`config.mk`:
```
export PLATFORM = sky130hd
export DESIGN_NAME = hvi_div
export DESIGN_NICKNAME = d
export VERILOG_FILES = /design/src/hvi_pkg.sv /design/src/hvi_div.sv
export SDC_FILE = /design/constraint.sdc
export NUM_CORES = 1
export LEC_CHECK = 0
export ABC_AREA = 1
export BUFFER_PORTS_ARGS = -buffer_cell sky130_fd_sc_hd__buf_2
export CAP_MARGIN = 20
export CORE_ASPECT_RATIO = 0.7
export CORE_MARGIN = 3
export CORE_UTILIZATION = 57
export CTS_CLUSTER_SIZE = 30
export DETAILED_ROUTE_END_ITERATION = 16
export GPL_TIMING_DRIVEN = 0
export PLACE_DENSITY_LB_ADDON = 0.1
export SYNTH_ARGS = -nofsm -noshare
export SYNTH_HDL_FRONTEND = slang
export SYNTH_SLANG_ARGS = --single-unit
```
`constraint.sdc`:
```
create_clock -name clk -period 1.8 [get_ports clk]
set_clock_uncertainty 0.15 [all_clocks]
set_input_delay 0.09 -clock clk [delete_from_list [all_inputs] [get_ports clk]]
set_output_delay 0.09 -clock clk [all_outputs]
set_load 0.03 [all_outputs]
```
`src/hvi_pkg.sv`:
```
// Shared constants and types for the HSV value inverter.
`default_nettype none

package hvi_pkg;

  localparam int FRAC_BITS_DEF = 16;
  localparam int CH_W          = 8;
  localparam int SUM_W         = 10;
  localparam int SPREAD_MAX    = 25;
  localparam int FULL_SUM      = 765;
  // reciprocal of FULL_SUM as a fixed-point multiplier, exact for products below 2^20
  localparam int RECIP_SH      = 30;

  localparam logic [SUM_W-1:0] SUPPRESS_RESET = SUM_W'(153);

  typedef enum logic [1:0] {
    MAX_RED,
    MAX_GREEN,
    MAX_BLUE
  } maxsel_t;

  typedef enum logic [2:0] {
    SEXT_RED_YEL,
    SEXT_YEL_GRN,
    SEXT_GRN_CYN,
    SEXT_CYN_BLU,
    SEXT_BLU_MAG,
    SEXT_MAG_RED
  } sextant_t;

endpackage

`default_nettype wire

```
`src/hvi_div.sv`:
```
// Pipelined restoring divider: floor(num * 2^FRAC_BITS / den) for num <= den.
`default_nettype none

module hvi_div #(
  parameter int FRAC_BITS = hvi_pkg::FRAC_BITS_DEF
) (
  input  logic                       clk,
  input  logic                       en,
  input  logic [hvi_pkg::CH_W-1:0]   num_i,
  input  logic [hvi_pkg::CH_W-1:0]   den_i,
  output logic [FRAC_BITS:0]         quo_o
);
  import hvi_pkg::*;

  localparam int QW = FRAC_BITS + 1;

  logic [CH_W-1:0] rem_r [FRAC_BITS];
  logic [CH_W-1:0] den_r [FRAC_BITS];
  logic [QW-1:0]   quo_r [QW];

  // one quotient bit per stage, MSB (weight 2^FRAC_BITS) first
  for (genvar k = 0; k < QW; k++) begin : g_stage
    logic [CH_W:0]   tw;
    logic [CH_W-1:0] den_src;
    logic [QW-1:0]   quo_src;
    logic            take;
    logic [CH_W-1:0] rem_nxt;
    logic [QW-1:0]   quo_nxt;

    if (k == 0) begin : g_first
      assign tw      = {1'b0, num_i};
      assign den_src = den_i;
      assign quo_src = '0;
    end else begin : g_next
      assign tw      = {rem_r[k-1], 1'b0};
      assign den_src = den_r[k-1];
      assign quo_src = quo_r[k-1];
    end

    always_comb begin
      take    = (tw >= {1'b0, den_src});
      rem_nxt = take ? CH_W'(tw - {1'b0, den_src}) : tw[CH_W-1:0];
      quo_nxt = quo_src;
      quo_nxt[FRAC_BITS-k] = take;
    end

    always_ff @(posedge clk) begin
      if (en) begin
        quo_r[k] <= quo_nxt;
      end
    end

    if (k < FRAC_BITS) begin : g_keep
      always_ff @(posedge clk) begin
        if (en) begin
          rem_r[k] <= rem_nxt;
          den_r[k] <= den_src;
        end
      end
    end
  end

  assign quo_o = quo_r[FRAC_BITS];

endmodule

`default_nettype wire

```
# After elaboration in Yosys (flattened, before gate mapping)
# Memory sizes are Yosys's and may differ from the RTL's.
# Index checks and enable logic that the tools add are counted.
[totals]
register_bits = 0
mem_bits_rw = 545
word_cells = 54
mem_count = 3
[classes]
add_sub_neg = 16
magnitude_cmp = 17
n_mux = 18
[memory_table]
columns = ["name", "words", "width", "read_ports", "rd_ports_with_merged_regs", "wr", "line_no", "text"]
rows = [
  ["quo_r", 17, 17, 17, 0, 17, "hvi_div.sv:19", "logic [QW-1:0] quo_r [QW];"],
  ["den_r", 16, 8, 16, 0, 16, "hvi_div.sv:18", "logic [CH_W-1:0] den_r [FRAC_BITS];"],
  ["rem_r", 16, 8, 16, 0, 16, "hvi_div.sv:17", "logic [CH_W-1:0] rem_r [FRAC_BITS];"],
]
[ops]
columns = ["op", "n"]
rows = [
  ["9-bit by 8-bit >= comparator with 1-bit output", 16],
  ["8-bit two-way mux", 16],
  ["8-bit subtractor", 16],
  ["8-bit >= comparator", 1],
  ["1-bit two-way mux", 2],
]

# Depth between registers and ports, before layout
# An unclocked memory read counts as a cell.
[depth]
ltp_word = 3
depth_mapped = 11
ltp_nobuf = 11

# Worst setup path before layout
# OpenSTA, ideal clock, no wires.
[synth_path]
path_kind = "reg2reg"
startpoint = "memory rem_r[13][0], in the netlist rem_r[1][40]"
endpoint = "memory rem_r[14][7], in the netlist rem_r[1][55] (data pin)"
setup_time_ns = 0.252
arrival_ns = 1.528
setup_slack_ns = -0.130
stages_incl_launch_ff = 8
period_less_slack_ns = 1.930
cell_sequence = "edfxtp_1 ha_1 ha_1 and3_1 a21oi_4 nand2_4 nand2_1 nand2_1"
[synth_rtl]
columns = ["element", "line_no"]
rows = [
  ["from (decl)", "hvi_div.sv:17"],
]

==> metrics.md <==
| Metric | Value |
|---|---|
| CP startpoint kind | flop |
| Reg clk slew, reported paths | around 0.06 ns |
| Pleak | about 13 nW |
| Multi-input gate area | around 11000 µm² |
| Max-Slew Margin vs Limit | a little over half |
| H-tree Lvls | 2 |
| RR Startpoint | den_r[6][6] |
| Post-DP HPWL | approximately 28000 µm |
| Final core utilization | 80.4% |
| I/O pin cnt | 35 |
| Nets@finish | 2682 |
| DIE WIDTH | 239 µm |
| Status | complete, but fails checks |
| Commonest non-fill, non-tap cell in the layout | edfxtp_1 |
| Post-synth net total | roughly 2300 |
| Pwr dens | between 1500 and 2000 nW/µm² |
| Max Slew Vio Count | 0 |
| Routability Congestion | ~0.84 |
| Clk buf depth | 3 |
| Worst path max stage delay | around 0.50 ns |
| Cell variety after synth | 34 |
| Final WL | approximately 51000 µm |
| Via density per instance | between 5 and 6 |
| Internal | between 20 and 30 mW |
| Delay-heaviest family, CP | simple AND/OR/NAND/NOR gates |
| Total power | between 40 and 50 mW |
| Vias | around 16000 |
| DR WL/cell | roughly 17 µm |
| Hold WC Path Type | input pin to flop |
| Clk pwr share | between 10% and 20% |
| Seq/Total Area, Yosys | between 50% and 60% |
| Synthesized instance count | around 2100 |
| Critical path origin | den_r[6][6] |
| DRC errors left | 0 |
| Worst-path cell chain | inv_1, ha_4, nand2_1, inv_1, a21oi_1, nand2_1, nand2_1, nand2_1, nand2_4, nand2_4 |
| Post-placement cell count | 2624 |
| Reg power frac | around a third |
| Clk root buf | clkbuf_16 |
| Max Freq | 483 MHz |
| Max_cap viols | 0 |
| First-pass GRT wire length | between 70000 and 80000 µm |
| Worst setup margin | -0.270 ns |
| CP Capture Type | flop |
| Clk Latency, worst-skew pair | between 0.5 and 0.6 ns |
| Net Switching | 17.8 mW |
| Post-Synthesis Cell Area | 21600 µm² |
| Grt ovf | 0 |
| Total GRT Usage | between 20% and 30% |
| Peak VDD IR | ~1.1 mV |
| CTS sink cnt | 409 |
| Die Y | around 170 µm |
| Fin. Hold Viols | between 60 and 70 |
| TritonCTS clock tree | done |
| DRT antenna net count | 0 |
| Filler Cell Count | around 2000 |
| Port bufs | 34 |
| Critical Path RT | 1.94 ns |
| DRT iter0 DRCs | approximately 1400 |
| Final setup viols | 134 |
| Pre-CTS setup slack | -0.416 ns |
| Number of global-route vias before repair | ~15000 |
| Synth Register Bits | around 410 |
| CTS Hold Bufs | 16 |
| CP Data Arrival Time | roughly 2.2 ns |
| Starting Density | between 50 and 60% |
| Failing checks | negative hold slack, negative setup slack |
| Crit path kind | flop to flop |
| Initial antenna violation count | 0 |
| Post-Layout Cell Count | ~3000 |
| Combinational share of power | 49.9% |
| Most frequent cells in the layout | edfxtp_1, nand2_1, buf_4 |
| Die ar. | between 40000 and 50000 µm² |
| Area growth, synth to finish | 36.4% |
| Clock period minus final worst setup slack | 2.07 ns |
| Pre-antenna DRT Iters | 6 |
| CP Max Fanout | 5 |
| Critical path buffers and inverters | 2 |
| Cell mode on critical path | nand2_1 |
| Min-delay src | en |
| Worst-Margin Slew | 0.702 ns |
| Final hold slack | -0.150 ns |
| Tcrit/Tclk final | 115% |
| Layout cells sized above 1 | 42.1% |
| Row count | 58 |
| Cts bufs inserted | 40 |
| Sw Share | about two fifths |
| Seq. cell area | approximately 12000 µm² |
| Synth warn | 0 |
| Post-Syn Area per Cell | between 10 and 15 µm² |
| CP max stage cell | edfxtp_1 |
| Antenna cells | 0 |
| Largest net degree at the start of global routing | about 130 |
| Core area | around 37000 µm² |
| RSZ-0062 raised after global routing | true |
[power by group through the flow]
stage | clock, mW | combinational [mW] | sequential, mW
final | 8.16 | 22.8 | 14.8
after global routing | 8.72 | 24.8 | 15.0
after global placement | 0 | 13.0 | 14.7
after floorplan | 0 | 10.6 | 14.1
after CTS | 8.32 | 17.9 | 14.7
after detailed placement | 0 | 13.3 | 14.6
[path summary, 6_finish.rpt]
check | endpoint | slack [ns] | cells after the start
setup / recovery | rem_r[0][63] | -0.27 | 10
hold / removal | den_r[10][7] | -0.15 | 1
setup reg to reg | rem_r[0][63] | -0.27 | 10
hold reg to reg | quo_r[0][134] | 0.25 | 0
[per-stage QoR]
stage          setup TNS (ns)  area [µm²]
2_1_floorplan           -1.86       21800
3_3_place_gp         -2167.11       22600
3_5_place_dp           -80.64       22700
4_1_cts                -13.19       27200
5_1_grt                -28.12       29500
6_report               -19.18       29500
[Yosys cell counts (all sizes together)]
cell type	n	area share, %
a21oi	89	2.7
and3	1	0.029
buf	15	0.69
edfxtp	409	57
fa	16	1.5
ha	135	7.8
inv	359	6.2
nand2	683	13
nand3	214	5.0
nand3b	3	0.16
nand4	30	1.1
nor2	84	1.9
nor3	14	0.78
o21a	1	0.035
o21ai	5	0.15
or2	1	0.041
xnor2	17	0.69
xor2	31	1.3
[logic make-up (layout without fill, tap and decap cells)]
family	count (synthesis)	count (layout)	share of synthesized area, %
xor gates and xnor gates	48	48	1.95
DFF	409	409	56.8
and+or+nand+nor	1030	1040	22.2
buffers and inverters	374	795	6.92
adders and majority gates	151	151	9.30
AOI/OAI and AO/OA	95	98	2.85
[state kept, by name, summed over array words and instances (netlist names)]
signal  flops
den_r     128
quo_r     153
rem_r     128
[routing by layer]
metal	track usage (%)	vias up	share of wire (%)	wire length (µm)
met1	34.1	7822	45	23200
met2	35.8	548	47	24100
met5	0	-	0	0
li1	-	7791	-	-
met4	5.25	0	1.8	927
met3	3.29	102	5.5	2810
[cell type report]
| class | instances | area share (%) |
|---|---|---|
| clock inverters | 18 | 0.616 |
| flip-flops and latches | 409 | 41.7 |
| plain buffers | 5 | 0.191 |
| well taps | 480 | 2.04 |
| clock buffers | 52 | 3.62 |
| repair buffers | 361 | 10.1 |
| multi-input cells | 1337 | 37.2 |
| inverters | 359 | 4.61 |
[what timing repair did]
action	CTS	global route
setup buffers	188	119
endpoints found under the hold margin	82	66
resized for setup	286	369
pin swaps	147	210
cloned	12	2
endpoints found under the setup margin	135	143
[worst register-to-register path: cells and delay by family (launching register included)]
kind	cells	cell delay, ns
and+or+nand+nor	6	0.52
DFF	1	0.50
adders and majority gates	1	0.23
buffers and inverters	2	0.21
AOI/OAI and AO/OA	1	0.20
Power figures use the tool's default switching activity.
